--- src/sv/hpe_pkg.sv ---
// ----------------------------------------------------------------------------
// hpe_pkg
// widths, limits and stage control type for the horner polynomial evaluator
// ----------------------------------------------------------------------------
package hpe_pkg;

   localparam int ACC_W             = 32;
   localparam int PROD_W            = 2 * ACC_W;
   localparam int NUM_COEF_REGS     = 8;
   localparam int COEF_IDX_W        = $clog2(NUM_COEF_REGS);
   localparam int DEF_MAX_DEGREE    = 7;
   localparam int DEF_FRACTION_BITS = 16;

   typedef logic signed [ACC_W-1:0]  hpe_word_type;
   typedef logic signed [PROD_W-1:0] hpe_prod_type;

   localparam hpe_word_type ACC_MAX = {1'b0, {(ACC_W-1){1'b1}}};
   localparam hpe_word_type ACC_MIN = {1'b1, {(ACC_W-1){1'b0}}};

   // control that travels with each item down the pipeline
   typedef struct packed {
      logic valid;
      logic sat;
   } hpe_ctl_type;

endpackage

--- src/sv/hpe_mult.sv ---
// ----------------------------------------------------------------------------
// hpe_mult
// first half of a horner step: registered signed product of point and acc
// ----------------------------------------------------------------------------
module hpe_mult (
   input  logic                 clock,
   input  logic                 reset,
   input  hpe_pkg::hpe_ctl_type stage_ctl,
   input  hpe_pkg::hpe_word_type stage_x,
   input  hpe_pkg::hpe_word_type stage_acc,
   output hpe_pkg::hpe_ctl_type mul_ctl,
   output hpe_pkg::hpe_word_type mul_x,
   output hpe_pkg::hpe_prod_type mul_prod
);
   import hpe_pkg::*;

   hpe_ctl_type  ctl_ff;
   hpe_word_type x_ff;
   hpe_prod_type prod_ff;
   hpe_prod_type prod_in;

   // both operands signed, so the full width product is exact
   assign prod_in = stage_x * stage_acc;

   always_ff @(posedge clock) begin
      if (reset) begin
         ctl_ff <= '0;
      end else begin
         ctl_ff <= stage_ctl;
      end
   end

   always_ff @(posedge clock) begin
      x_ff    <= stage_x;
      prod_ff <= prod_in;
   end

   assign mul_ctl  = ctl_ff;
   assign mul_x    = x_ff;
   assign mul_prod = prod_ff;

endmodule

--- config.mk ---
export PLATFORM = sky130hd
export DESIGN_NAME = hpe_mult
export DESIGN_NICKNAME = d
export VERILOG_FILES = /design/src/sv/hpe_pkg.sv /design/src/sv/hpe_mult.sv
export SDC_FILE = /design/constraint.sdc
export NUM_CORES = 2
export LEC_CHECK = 0
export BUFFER_PORTS_ARGS = -buffer_cell sky130_fd_sc_hd__buf_2
export CAP_MARGIN = 20
export CORE_MARGIN = 10
export CORE_UTILIZATION = 40
export DETAILED_ROUTE_END_ITERATION = 7
export GPL_TIMING_DRIVEN = 0
export SYNTH_ARGS = -nofsm -noshare
export SYNTH_HDL_FRONTEND = slang
export SYNTH_SLANG_ARGS = --single-unit
--- constraint.sdc ---
create_clock -name clock -period 7.5 [get_ports clock]
set_clock_uncertainty 0.1 [all_clocks]
set_input_delay 0.75 -clock clock [delete_from_list [all_inputs] [get_ports clock]]
set_output_delay 0.75 -clock clock [all_outputs]
set_load 0.02 [all_outputs]
==> impl_metrics.json <==
{
  "outcome": "finished with violations",
  "violations": "setup timing",
  "grt_overflow": 0,
  "synthToLayoutAreaGrowth_pct": 25.1,
  "critPathMaxStageDelay_ns": 0.63,
  "first_pass_iters": 5,
  "crit_top_cell": "fa_1",
  "rows": 112,
  "critPathArrivalTime_ns": 8.06,
  "gp_congestion": 1.03,
  "fin_area_um2": 47400,
  "layout-drive-gt1-share": 0.210,
  "grt_pass1_wl_um": 207000,
  "cp.required_ns": 7.77,
  "setup_ws_ns": -0.291,
  "dieArea_um2": 107000,
  "place_inst": 5342,
  "synth_edf_count": 0,
  "crit_fanout": 10,
  "drt_iter0_markers": 2169,
  "cp-end-kind": "flop",
  "start_util": 0.405,
  "io-pin-count": 166,
  "path_buf_inv": 4,
  "cp_slowest_cell": "fa_2",
  "synth_flop_cell": "dfxtp_1",
  "cts-root-buf": "clkbuf_16",
  "ys_ff_latch": 98,
  "stdcell_count": 5586,
  "n_fill_cell": 8520,
  "rsz0062_at_grt": "true",
  "fin_crit_ns": 7.79,
  "synthArstFlopShare": 0,
  "synth_cell_types": 65,
  "hold_buffers": 0,
  "wl_per_cell_um": 25.0,
  "cts_buffers": 9,
  "finalHoldViolations": 0,
  "detailed_place_hpwl_um": 114000,
  "antenna_found_initial": 12,
  "period_share": 1.04,
  "critPathKind": "input pin to flop",
  "final_net_count": 5654,
  "placed_area_um2": 40400,
  "drc": 0,
  "syn_area_per_cell_um2": 9.66,
  "port_buffers": 165,
  "tritoncts": "built",
  "clkSlewWorstSetupHoldPaths_ns": 0.08,
  "synth_cells": 3923,
  "worst_pin_slew_ns": 0.726,
  "max_cap_violations": 0,
  "vias_per_cell": 5.16,
  "die_w_um": 328,
  "crit_chain": "buf_4 > buf_8 > nand2_1 > fa_1 > inv_1 > fa_1 > fa_2 > fa_2 > fa_1 > fa_1 > fa_1 > fa_1 > ha_1 > buf_6 > a21o_1 > a21o_1 > a21oi_2 > o211ai_2 > a221oi_4 > nand3_4 > o31ai_4 > o31ai_4 > a2111oi_2 > nand4b_1",
  "finalMaxSlewViolations": 0,
  "path_delay_family": "adder cells",
  "num_vias": 28819,
  "postLayoutCoreUtil": 0.506,
  "grt_pass1_vias": 31218,
  "coreArea_um2": 93600,
  "ys_seq_area_frac": 0.0518,
  "yosysWarnings": 0,
  "grt_max_degree": 23,
  "cts_max_level": 3,
  "die_y_um": 328,
  "antenna_left": 0,
  "fmax_mhz": 128,
  "grt_use_total": 0.262,
  "cts_buffer_depth": 2,
  "relSlewSlack": 0.516,
  "wl_um": 140000,
  "setup_viol": 12,
  "clock-sinks": 98,
  "crit_path_start_kind": "input pin",
  "synth.cell_area_um2": 37900,
  "min_path_type": "input pin to flop",
  "syn_nets": 5257
}
[kinds of logic after synthesis]
group / share of synthesized area
xor+xnor: 0.0157
fa+ha+maj: 0.632
simple gates: 0.154
buf+inv: 0.115
flops: 0.0518
compound gates: 0.0315
[sequential cells by signal, indices dropped and copies added (netlist names)]
| register | cells |
|---|---|
| mul_prod | 64 |
| mul_x | 32 |
| mul_ctl | 2 |
[layer usage]
metal  wire length (um)  global-route usage
met5                 22                   0
met4              10500               0.140
met3              14200              0.0630
met2              62600               0.410
met1              52300               0.334
[Yosys cell counts (all sizes together), types with 10 or more instances]
library cell / n / share of area
xor2: 16 / 0.0037
nand4: 11 / 0.0018
fa: 1082 / 0.57
xnor2: 52 / 0.012
nand3: 20 / 0.0028
o21ai: 26 / 0.0035
nand2b: 11 / 0.0018
nor2: 55 / 0.0054
clkbuf: 198 / 0.020
inv: 954 / 0.094
a21oi: 55 / 0.0077
o21a: 10 / 0.0020
ha: 184 / 0.061
dfxtp: 98 / 0.052
nor3: 11 / 0.0015
and2: 514 / 0.085
a21o: 21 / 0.0042
nand2: 519 / 0.051
[cell usage in the layout, fill, tap and decap left out, drive strengths merged, types with 3 or more instances in the layout]
cell	n
a2111oi	3
a211oi	6
a21o	21
a21oi	55
a221oi	3
a31oi	7
and2	514
and3	3
buf	422
clkbuf	177
clkinv	3
clkinvlp	5
dfxtp	98
diode	7
fa	1082
ha	184
inv	953
nand2	519
nand2b	11
nand3	20
nand4	11
nor2	55
nor2b	7
nor3	11
o211ai	6
o21a	10
o21ai	26
o21bai	7
o22ai	4
o31ai	5
or2	4
or3	3
xnor2	52
xor2	16
[per-stage QoR]
stage / hold WS, ns / setup TNS, ns / worst slack (ns)
after floorplan: 0.678 / -0.866 / -0.336
final: 0.344 / -1.74 / -0.291
after detailed placement: 0.831 / -72.10 / -2.46
after global routing: 0.325 / -4.15 / -0.435
after global placement: 0.827 / -76.76 / -2.86
after CTS: 0.334 / -0.950 / -0.186
[area by class of cell]
class                      instances  area (um2)  area share
antenna                            7        17.5    0.000370
buffer                           196        3570      0.0753
clock buffer                       9         225     0.00475
clock inverter                     7        83.8     0.00177
inverter                         954        3600      0.0760
multi-input combinational       2667       33000       0.695
sequential                        98        1960      0.0414
tap                             1254        1570      0.0331
timing repair buffer             394        3410      0.0720
[worst paths after layout]
kind / from / endpoint / slack [ns] / cells after the start
setup / recovery: stage_x[9] / mul_prod[60] / -0.29 / 24
hold / removal: stage_x[7] / mul_x[7] / 0.34 / 1
[repair_timing]
action	CTS	global route
pin swaps	155	158
setup endpoints to repair	43	29
buffers inserted	146	69
cloned	7	7
resized for setup	897	242
endpoints found under the hold margin	0	0
Power is not shown: default switching activity piles up to over one toggle a cycle in this logic, so the estimate is an artifact.
