<file path="config.mk">
export PLATFORM = sky130hd
export DESIGN_NAME = hpe_sat_add
export DESIGN_NICKNAME = d
export VERILOG_FILES = /design/src/sv/hpe_pkg.sv /design/src/sv/hpe_sat_add.sv
export SDC_FILE = /design/constraint.sdc
export NUM_CORES = 1
export LEC_CHECK = 0
export BUFFER_PORTS_ARGS = -buffer_cell sky130_fd_sc_hd__buf_2
export CAP_MARGIN = 10
export CORE_MARGIN = 4
export CORE_UTILIZATION = 30
export DETAILED_ROUTE_END_ITERATION = 12
export GPL_TIMING_DRIVEN = 0
export MAX_ROUTING_LAYER = met4
export PLACE_DENSITY = 0.59
export RECOVER_POWER = 25
export SYNTH_ARGS = -nofsm -noshare
export SYNTH_HDL_FRONTEND = slang
export SYNTH_SLANG_ARGS = --single-unit
</file>
<file path="constraint.sdc">
create_clock -name clock -period 4.06 [get_ports clock]
set_clock_uncertainty 0.05 [all_clocks]
set_input_delay 0.406 -clock clock [delete_from_list [all_inputs] [get_ports clock]]
set_output_delay 0.406 -clock clock [all_outputs]
set_load 0.05 [all_outputs]
</file>
<file path="src/sv/hpe_pkg.sv">
// ----------------------------------------------------------------------------
// hpe_pkg
// widths, limits and stage control type for the horner polynomial evaluator
// ----------------------------------------------------------------------------
package hpe_pkg;

   localparam int ACC_W             = 32;
   localparam int PROD_W            = 2 * ACC_W;
   localparam int NUM_COEF_REGS     = 8;
   localparam int COEF_IDX_W        = $clog2(NUM_COEF_REGS);
   localparam int DEF_MAX_DEGREE    = 7;
   localparam int DEF_FRACTION_BITS = 16;

   typedef logic signed [ACC_W-1:0]  hpe_word_type;
   typedef logic signed [PROD_W-1:0] hpe_prod_type;

   localparam hpe_word_type ACC_MAX = {1'b0, {(ACC_W-1){1'b1}}};
   localparam hpe_word_type ACC_MIN = {1'b1, {(ACC_W-1){1'b0}}};

   // control that travels with each item down the pipeline
   typedef struct packed {
      logic valid;
      logic sat;
   } hpe_ctl_type;

endpackage

</file>
<file path="src/sv/hpe_sat_add.sv">
// ----------------------------------------------------------------------------
// hpe_sat_add
// second half of a horner step: scale the product, add the coefficient and
// clamp to the word range
// ----------------------------------------------------------------------------
module hpe_sat_add #(
   parameter int FRACTION_BITS = hpe_pkg::DEF_FRACTION_BITS
) (
   input  logic                  clock,
   input  logic                  reset,
   input  hpe_pkg::hpe_ctl_type  mul_ctl,
   input  hpe_pkg::hpe_word_type mul_x,
   input  hpe_pkg::hpe_prod_type mul_prod,
   input  hpe_pkg::hpe_word_type coef,
   output hpe_pkg::hpe_ctl_type  stage_ctl,
   output hpe_pkg::hpe_word_type stage_x,
   output hpe_pkg::hpe_word_type stage_acc
);
   import hpe_pkg::*;

   hpe_ctl_type  ctl_ff;
   hpe_ctl_type  ctl_in;
   hpe_word_type x_ff;
   hpe_word_type acc_ff;
   hpe_word_type acc_in;
   hpe_prod_type scaled;
   hpe_prod_type sum;
   logic         pos_ovf;
   logic         neg_ovf;

   always_comb begin
      // arithmetic shift is a floor divide; the sum cannot wrap 64 bits
      scaled  = mul_prod >>> FRACTION_BITS;
      sum     = scaled + PROD_W'(coef);
      pos_ovf = !sum[PROD_W-1] && (|sum[PROD_W-2:ACC_W-1]);
      neg_ovf = sum[PROD_W-1] && !(&sum[PROD_W-2:ACC_W-1]);
      if (pos_ovf) begin
         acc_in = ACC_MAX;
      end else if (neg_ovf) begin
         acc_in = ACC_MIN;
      end else begin
         acc_in = sum[ACC_W-1:0];
      end
      ctl_in.valid = mul_ctl.valid;
      ctl_in.sat   = mul_ctl.sat | pos_ovf | neg_ovf;
   end

   always_ff @(posedge clock) begin
      if (reset) begin
         ctl_ff <= '0;
      end else begin
         ctl_ff <= ctl_in;
      end
   end

   always_ff @(posedge clock) begin
      x_ff   <= mul_x;
      acc_ff <= acc_in;
   end

   assign stage_ctl = ctl_ff;
   assign stage_x   = x_ff;
   assign stage_acc = acc_ff;

endmodule

</file>
==> results of run 1 <==
[cells in the mapped netlist (8+ instances only)]
cell	instances
inv_1	12
nor3_1	15
xor2_1	12
dfxtp_1	66
nor4_1	15
buf_2	10
o21ai_0	42
nand4_1	29
nor2_1	47
o21a_1	9
a21o_1	10
o21ai_1	10
nand2b_1	8
ha_1	48
a21oi_1	73
nand3_1	9
xnor2_1	20
a21oi_2	15
nand2_1	54
[cells by family after synthesis]
group                      count (synthesis)  share of synthesized area [%]
adders and majority gates                 49                          11.74
xor gates and xnor gates                  33                          5.611
DFF                                       66                          25.00
muxes                                      5                          1.089
AOI/OAI and AO/OA                        220                          28.74
and+or+nand+nor                          229                          24.38
buffers and inverters                     32                          3.433
[worst max-delay path by stage]
stage | startpoint | endpoint | slack [ns] | cells after the start
after floorplan | mul_prod[16] | stage_acc[10]$_SDFF_PP1_ | 0.44 | 13
final | mul_prod[16] | stage_acc[15]$_SDFF_PP1_ | 0.21 | 14
after global routing | mul_prod[16] | stage_acc[30]$_SDFF_PP1_ | 0.001 | 14
after CTS | mul_prod[16] | stage_acc[22]$_SDFF_PP1_ | 0.08 | 14
after global placement | mul_prod[16] | stage_acc[18]$_SDFF_PP1_ | -0.25 | 14
after detailed placement | mul_prod[16] | stage_acc[22]$_SDFF_PP1_ | -0.27 | 14
[where the power goes]
group,internal [mW],switching [mW]
sequential,0.729,0.0159
clock,0.554,0.272
combinational,0.383,0.850
total,1.67,1.14
[sequential cells by signal, indices dropped and copies added (netlist names)]
| register | cells |
|---|---|
| stage_acc | 32 |
| stage_x | 32 |
| stage_ctl | 2 |
[cell type report]
| class | count | area [µm²] |
|---|---|---|
| fill | 1814 | 10450 |
| clock inverter | 6 | 90.09 |
| multi-input combinational | 536 | 3826 |
| clock buffer | 10 | 239.0 |
| buffer | 19 | 135.1 |
| tap | 225 | 281.5 |
| sequential | 66 | 1321 |
| timing repair buffer | 182 | 912.1 |
| inverter | 12 | 45.04 |
[routing by layer]
metal / up-vias / share of wire, % / GRT usage (%)
li1: 2812 / - / -
met1: 2583 / 46 / 22.08
met2: 213 / 46 / 28.70
met3: 16 / 7.3 / 3.223
met4: 0 / 1.5 / 4.131
met5: - / 0 / -
[metrics by stage]
stage | setup TNS (ns) | setup slack, ns | hold WS, ns
3_5_place_dp | -6.074 | -0.2652 | 0.4596
4_1_cts | 0 | 0.08038 | 0.1165
6_report | 0 | 0.2148 | 0.1288
2_1_floorplan | 0 | 0.4355 | 0.3837
5_1_grt | 0 | 0.001056 | 0.1126
3_3_place_gp | -5.220 | -0.2521 | 0.4588
[timing repair]
action | in CTS | in global routing
hold buffers | 0 | 0
buffers inserted | 0 | 1
resized for setup | 0 | 8
setup endpoints to repair | 0 | 31
[critical path: stages]
cell       delay [ns]
buf_2            0.10
ha_1             0.21
fa_1             0.40
a21o_1           0.20
a221o_2          0.44
a21oi_4          0.25
o211ai_2         0.20
a2111oi_2        0.39
nor2_1           0.14
xnor2_2          0.37
nand4_4          0.22
o31ai_4          0.36
buf_6            0.21
o21ai_1          0.08
==> results.json, run 1 <==
{
  "outcome": "finished, final reports clean",
  "synth_ff_type": "dfxtp_1",
  "max_freq_ghz": 0.2601,
  "end_kind": "flop",
  "first_global_vias": 5519,
  "worstPathArrival_ns": 3.99,
  "hp-class": "input pin to flop",
  "cts.htree.levels": 3,
  "io_pins": 198,
  "grt_usage_pct": 17.38,
  "yosysTopAreaCellShare_pct": 25.00,
  "routedWlPerCell_um": 16.26,
  "postSynthCellCount": 634,
  "worst-path-max-fanout": 10,
  "ys.warnings.count": 0,
  "hold_viol_final": 0,
  "rows": 48,
  "synth.cell_area_um2": 5285,
  "die_h_um": 140.7,
  "viasPerCell": 5.326,
  "postSynthAreaPerCell_um2": 8.336,
  "antenna_left": 0,
  "startpoint_type": "input pin",
  "final_cells": 1056,
  "synth_area_leader_cell": "dfxtp_1",
  "rsz0062_at_grt": "false",
  "vias": 5624,
  "synth_area_leaders": "dfxtp_1, ha_1, a21oi_1",
  "start_util_pct": 30.56,
  "fin_crit_sh_pct": 94.71,
  "diodes": 0,
  "setup_viol": 0,
  "yosysSeqAreaShare_pct": 25.00,
  "final_area_um2": 6850,
  "dpl_cell_area_um2": 6472,
  "first_pass_iters": 4,
  "grt_first_pass_wirelength_mm": 27.67,
  "placed_cells": 1040,
  "numClockSinks": 66,
  "slew_headroom_pct": 60.28,
  "antenna_found_initial": 0,
  "worstMarginPinSlew_ns": 0.5909,
  "drt_iter0_drc": 352,
  "die_w_um": 140.7,
  "min_to": "stage_x[22]$_DFF_P_",
  "cts_buffers": 9,
  "routed_wirelength_mm": 17.17,
  "nets": 1007,
  "die_area_um2": 19800,
  "path_clk_slew_ns": 0.06,
  "dp_hpwl_mm": 14.65,
  "layout_common_cells": "buf_2, a21oi_1, dfxtp_1, nand2_1, ha_1",
  "drv_slew": 0,
  "clockRootBuffer": "clkbuf_16",
  "layout-area-overhead-vs-synth_pct": 29.62,
  "worstSetupPathType": "input pin to flop",
  "whs_path_depth": 1,
  "finalWeightedCongestion": 0.9136,
  "ir_drop_v": 0.0002845,
  "ys_types": 81,
  "drc_errors": 0,
  "p_total_mw": 2.803,
  "cts_tree": "done",
  "layout_min_cycle_time_ns": 3.845,
  "final_util_pct": 39.61,
  "cts_buffer_depth": 2,
  "ys_seq_elements": 66,
  "min_from": "mul_x[22]",
  "grt_max_degree": 18,
  "core_area_um2": 17300,
  "synthArstFlopShare_pct": 0,
  "layout_commonest_cell": "buf_2",
  "p_per_area_nw_per_um2": 409.2,
  "grt_remaining_overflow": 0,
  "cp.required_ns": 4.20,
  "leakage_nw": 2.950,
  "synth_edf_count": 0,
  "port_buffers": 181,
  "synth_nets": 815,
  "drv_cap": 0,
  "drive_gt1_share_pct": 33.81
}
(Power assumes the default switching activity.)
==> inputs of run 2 (changes only) <==
==> constraint.sdc (replaced) <==
create_clock -name clock -period 3.6 [get_ports clock]
set_clock_uncertainty 0.05 [all_clocks]
set_input_delay 0.36 -clock clock [delete_from_list [all_inputs] [get_ports clock]]
set_output_delay 0.36 -clock clock [all_outputs]
set_load 0.05 [all_outputs]
==> run 2 against run 1 <==
  * Critical path depth increased by 1
  * Via count increased by 2.1%
  * Sequential share of layout area decreased by 1.4 points
  * Flip-flop and latch count unchanged
  * Utilization increased by 3.0 points
  * Sequential power increased by 13%
  * First-iteration DRC count increased by 6.8%
  * Combinational power increased by 26%
  * Largest power group unchanged
==> results.json, run 2 (same netlist as run 1, synthesis figures left out) <==
{
  "startpoint_type": "input pin",
  "clockRootBuffer": "clkbuf_16",
  "rsz0062_at_grt": "true",
  "layout_min_cycle_time_ns": 3.527,
  "antenna_left": 0,
  "hp-class": "input pin to flop",
  "path_clk_slew_ns": 0.06,
  "layout-area-overhead-vs-synth_pct": 39.44,
  "dpl_cell_area_um2": 6472,
  "cts_tree": "done",
  "rows": 48,
  "die_h_um": 140.7,
  "p_per_area_nw_per_um2": 450.8,
  "p_total_mw": 3.322,
  "grt_first_pass_wirelength_mm": 28.22,
  "die_area_um2": 19800,
  "layout_setup_ws_ns": 0.07282,
  "finalWeightedCongestion": 0.9136,
  "pre_cts_ws_ns": -0.6792,
  "layout_commonest_cell": "buf_2",
  "setup_viol": 0,
  "start_util_pct": 30.56,
  "fin_setup_tns_ns": 0,
  "worst-path-max-fanout": 5,
  "routed_wirelength_mm": 17.88,
  "drt_iter0_drc": 376,
  "io_pins": 198,
  "drv_slew": 0,
  "drive_gt1_share_pct": 39.18,
  "area.sequential_um2": 1321,
  "grt_max_degree": 18,
  "port_buffers": 181,
  "first_global_vias": 5614,
  "grt_usage_pct": 17.73,
  "drc_errors": 0,
  "end_kind": "flop",
  "worstMarginPinSlew_ns": 0.7734,
  "routedWlPerCell_um": 16.56,
  "ir_drop_v": 0.0003211,
  "final_util_pct": 42.61,
  "final_area_um2": 7370,
  "outcome": "finished, final reports clean",
  "worstSetupPathType": "input pin to flop",
  "placed_cells": 1040,
  "layout_common_cells": "buf_2, a21oi_1, dfxtp_1, nand2_1, ha_1",
  "fin_crit_sh_pct": 97.98,
  "grt_remaining_overflow": 0,
  "cts.htree.levels": 3,
  "multi_input_area_um2": 4100,
  "drv_cap": 0,
  "hold_viol_final": 0,
  "dp_hpwl_mm": 14.65,
  "first_pass_iters": 5,
  "ctsHoldBuffers": 0,
  "worstPathArrival_ns": 3.69,
  "leakage_nw": 3.141,
  "die_w_um": 140.7,
  "diodes": 0,
  "slew_headroom_pct": 47.11,
  "max_freq_ghz": 0.2835,
  "antenna_found_initial": 0,
  "final_cells": 1080,
  "nets": 1031,
  "vias": 5744,
  "numClockSinks": 66,
  "viasPerCell": 5.319,
  "hold_slack_ns": 0.08180,
  "cp.required_ns": 3.76,
  "fill_cells": 1755,
  "core_area_um2": 17300,
  "cts_buffer_depth": 2,
  "cts_buffers": 9
}
run 2: cell count changes in the layout (fill, tap and decap cells not counted), moves of 3 or more:
cell     change
nor3_1       -3
o21ai_1      +3
buf_4       +21
a21oi_1      -6
o21ai_0      -5
nor4_1       -3
a21oi_2      +5
nor4_4       +4
run 2: power by group:
part           internal [mW]  total, mW  switching (mW)
Combinational          0.523       1.55            1.02
Sequential             0.822      0.840          0.0181
Clock                  0.625      0.935           0.310
Total                   1.97       3.32            1.35
run 2: metal layers:
| layer | share of wire (%) | vias up | wire length [µm] | global-route usage (%) |
|---|---|---|---|---|
| met3 | 7.1 | 12 | 1275 | 3.155 |
| met4 | 0.93 | 0 | 166 | 3.723 |
| li1 | - | 2859 | - | - |
| met1 | 45 | 2646 | 8071 | 22.52 |
| met2 | 47 | 227 | 8367 | 29.64 |
| met5 | 0 | - | 0 | - |
run 2: path summary, 6_finish.rpt:
path	startpoint	to	slack [ns]	depth (start not counted)
max	coef[0]	stage_acc[19]$_SDFF_PP1_	0.07	15
min	mul_x[22]	stage_x[22]$_DFF_P_	0.08	1
run 2: cell type report:
cell class	count	share of cell area, %
plain buffers	18	2.003
clock buffers	10	3.243
clock inverters	6	1.222
inverters	12	0.6112
multi-input cells	536	55.64
flip-flops and latches	66	17.93
well taps	225	3.820
repair buffers	207	15.53
run 2: what timing repair did:
action                     in CTS  in global routing
hold endpoints to repair        0                  0
gates resized for setup        19                 51
setup buffers                   9                 15
pin swaps                       9                 20
cloned                          1                  1
setup endpoints to repair      32                 32
run 2: critical path, stage by stage:
cell	delay, ns
buf_2	0.12
ha_4	0.16
fa_2	0.38
a21o_1	0.19
a221o_2	0.41
a21oi_4	0.25
and4b_2	0.30
nor2_2	0.24
a311oi_4	0.16
a211oi_2	0.25
nand4_4	0.17
o31ai_4	0.35
buf_6	0.16
buf_8	0.12
a21oi_2	0.05
==> inputs of run 3 (changes only) <==
==> constraint.sdc (replaced) <==
create_clock -name clock -period 3.6 [get_ports clock]
set_clock_uncertainty 0.05 [all_clocks]
set_input_delay 0.18 -clock clock [delete_from_list [all_inputs] [get_ports clock]]
set_output_delay 0.18 -clock clock [all_outputs]
set_load 0.05 [all_outputs]
==> run 3 against run 2 <==
  * Power decreased by 2.7%
  * Flip-flop and latch count did not move
  * Critical endpoint is now stage_acc[4]$_SDFF_PP1_
  * Final area is 0.37% lower
==> results.json, run 3 (same netlist as run 1, synthesis figures left out) <==
{
  "layout_min_cycle_time_ns": 3.500,
  "fin_setup_tns_ns": 0,
  "startpoint_type": "input pin",
  "worst-path-max-fanout": 6,
  "routedWlPerCell_um": 16.31,
  "layout_common_cells": "buf_2, a21oi_1, dfxtp_1, nand2_1, ha_1",
  "antenna_left": 0,
  "antenna_found_initial": 0,
  "numClockSinks": 66,
  "port_buffers": 181,
  "drv_slew": 0,
  "leakage_nw": 3.152,
  "clockRootBuffer": "clkbuf_16",
  "p_comb_share_pct": 45.1,
  "drt_iter0_drc": 394,
  "p_sw_share_pct": 40.68,
  "end_kind": "flop",
  "finalWeightedCongestion": 0.9136,
  "max_freq_ghz": 0.2857,
  "p_per_area_nw_per_um2": 440.4,
  "drive_gt1_share_pct": 34.02,
  "die_h_um": 140.7,
  "die_w_um": 140.7,
  "grt_usage_pct": 17.93,
  "first_pass_iters": 5,
  "cts_buffers": 9,
  "fin_crit_sh_pct": 97.22,
  "drv_cap": 0,
  "cts_buffer_depth": 2,
  "slew_headroom_pct": 44.18,
  "rsz0062_at_grt": "true",
  "outcome": "finished, final reports clean",
  "grt_max_degree": 18,
  "ir_drop_v": 0.0003230,
  "vias": 5804,
  "worstSetupPathType": "input pin to flop",
  "rows": 48,
  "placed_cells": 1040,
  "grt_remaining_overflow": 0,
  "hp-class": "input pin to flop",
  "sequentialPowerShare_pct": 26.0,
  "worstMarginPinSlew_ns": 0.8162,
  "layout_commonest_cell": "buf_2",
  "cts_tree": "done",
  "layout-area-overhead-vs-synth_pct": 38.92,
  "final_cells": 1095,
  "core_area_um2": 17300,
  "nets": 1046,
  "grt_first_pass_wirelength_mm": 28.61,
  "p_int_mw": 1.918,
  "diodes": 0,
  "hold_viol_final": 0,
  "routed_wirelength_mm": 17.86,
  "dp_hpwl_mm": 14.65,
  "worstPathArrival_ns": 3.69,
  "p_total_mw": 3.234,
  "setup_viol": 0,
  "start_util_pct": 30.56,
  "cp.required_ns": 3.79,
  "viasPerCell": 5.300,
  "switchingPower_mw": 1.316,
  "first_global_vias": 5765,
  "io_pins": 198,
  "cts.htree.levels": 3,
  "path_clk_slew_ns": 0.05,
  "die_area_um2": 19800,
  "crit_end": "stage_acc[4]$_SDFF_PP1_",
  "crit_start": "mul_prod[16]",
  "drc_errors": 0,
  "power_frac_clock_pct": 28.9
}
-- run 3: changes by cell type in the layout (fill, tap and decap cells not counted), sizes merged --
| cell | previous run | this run |
|---|---|---|
| buf | 222 | 206 |
| clkbuf | 13 | 11 |
| dlygate4sd3 | 0 | 33 |
-- run 3: timing repair --
action | 4_1_cts | 5_1_grt
gates resized for setup | 4 | 24
endpoints found under the setup margin | 27 | 32
pin swaps | 4 | 7
endpoints found under the hold margin | 34 | 0
hold buffers | 33 | 0
setup buffers | 3 | 5
-- run 3: power by group through the flow --
| stage | combinational [mW] | sequential, mW | clock, mW |
|---|---|---|---|
| after detailed placement | 1.37 | 0.857 | 0 |
| after global placement | 1.36 | 0.856 | 0 |
| after floorplan | 0.687 | 1.18 | 0 |
| after global routing | 1.57 | 0.850 | 0.991 |
| final | 1.46 | 0.840 | 0.934 |
| after CTS | 1.42 | 0.842 | 0.957 |
-- run 3: layer usage --
layer,part of all wire (%),up-vias,GRT usage (%)
met4,1.5,0,4.131
met2,46,235,30.12
li1,-,2883,-
met1,45,2662,22.47
met5,0,-,-
met3,7.4,24,3.223
-- run 3: final cells by class --
type,instances,area (µm²)
fill,1764,9955
clock inverter,6,90.09
timing repair buffer,222,1299
sequential,66,1321
multi-input combinational,536,3931
inverter,12,45.04
tap,225,281.5
buffer,18,135.1
clock buffer,10,239.0
-- run 3: metrics by stage --
stage | cell area (µm²) | util, % | hold WS, ns | worst slack [ns]
after floorplan | 5285 | - | 0.1577 | 0.2015
after global placement | 6472 | 37.42 | 0.2328 | -0.4861
after detailed placement | 6472 | 37.42 | 0.2336 | -0.4992
after CTS | 7178 | 41.50 | 0.001091 | 0.004639
after global routing | 7342 | 42.45 | 0.03347 | -0.02903
final | 7342 | 42.45 | 0.01423 | 0.1001
-- run 3: how the worst min path moves through the flow --
| stage | cells after the start | from | slack, ns | end |
|---|---|---|---|---|
| after floorplan | 0 | mul_x[0] | 0.16 | stage_x[0]$_DFF_P_ |
| after global placement | 1 | mul_x[0] | 0.23 | stage_x[0]$_DFF_P_ |
| after detailed placement | 1 | mul_x[29] | 0.23 | stage_x[29]$_DFF_P_ |
| after CTS | 2 | mul_ctl[1] | 0.001 | stage_ctl[1]$_SDFF_PP0_ |
| after global routing | 2 | mul_ctl[1] | 0.03 | stage_ctl[1]$_SDFF_PP0_ |
| final | 2 | mul_ctl[1] | 0.01 | stage_ctl[1]$_SDFF_PP0_ |
-- run 3: worst max-delay path, stage by stage --
cell      delay, ns
buf_2          0.10
ha_1           0.21
fa_1           0.41
a21o_1         0.20
a221o_2        0.44
a21oi_4        0.26
nand4b_4       0.21
nand2_2        0.09
a311oi_2       0.41
o211ai_1       0.21
nor4_4         0.38
buf_4          0.18
buf_4          0.10
nand4_1        0.08
a21oi_1        0.23
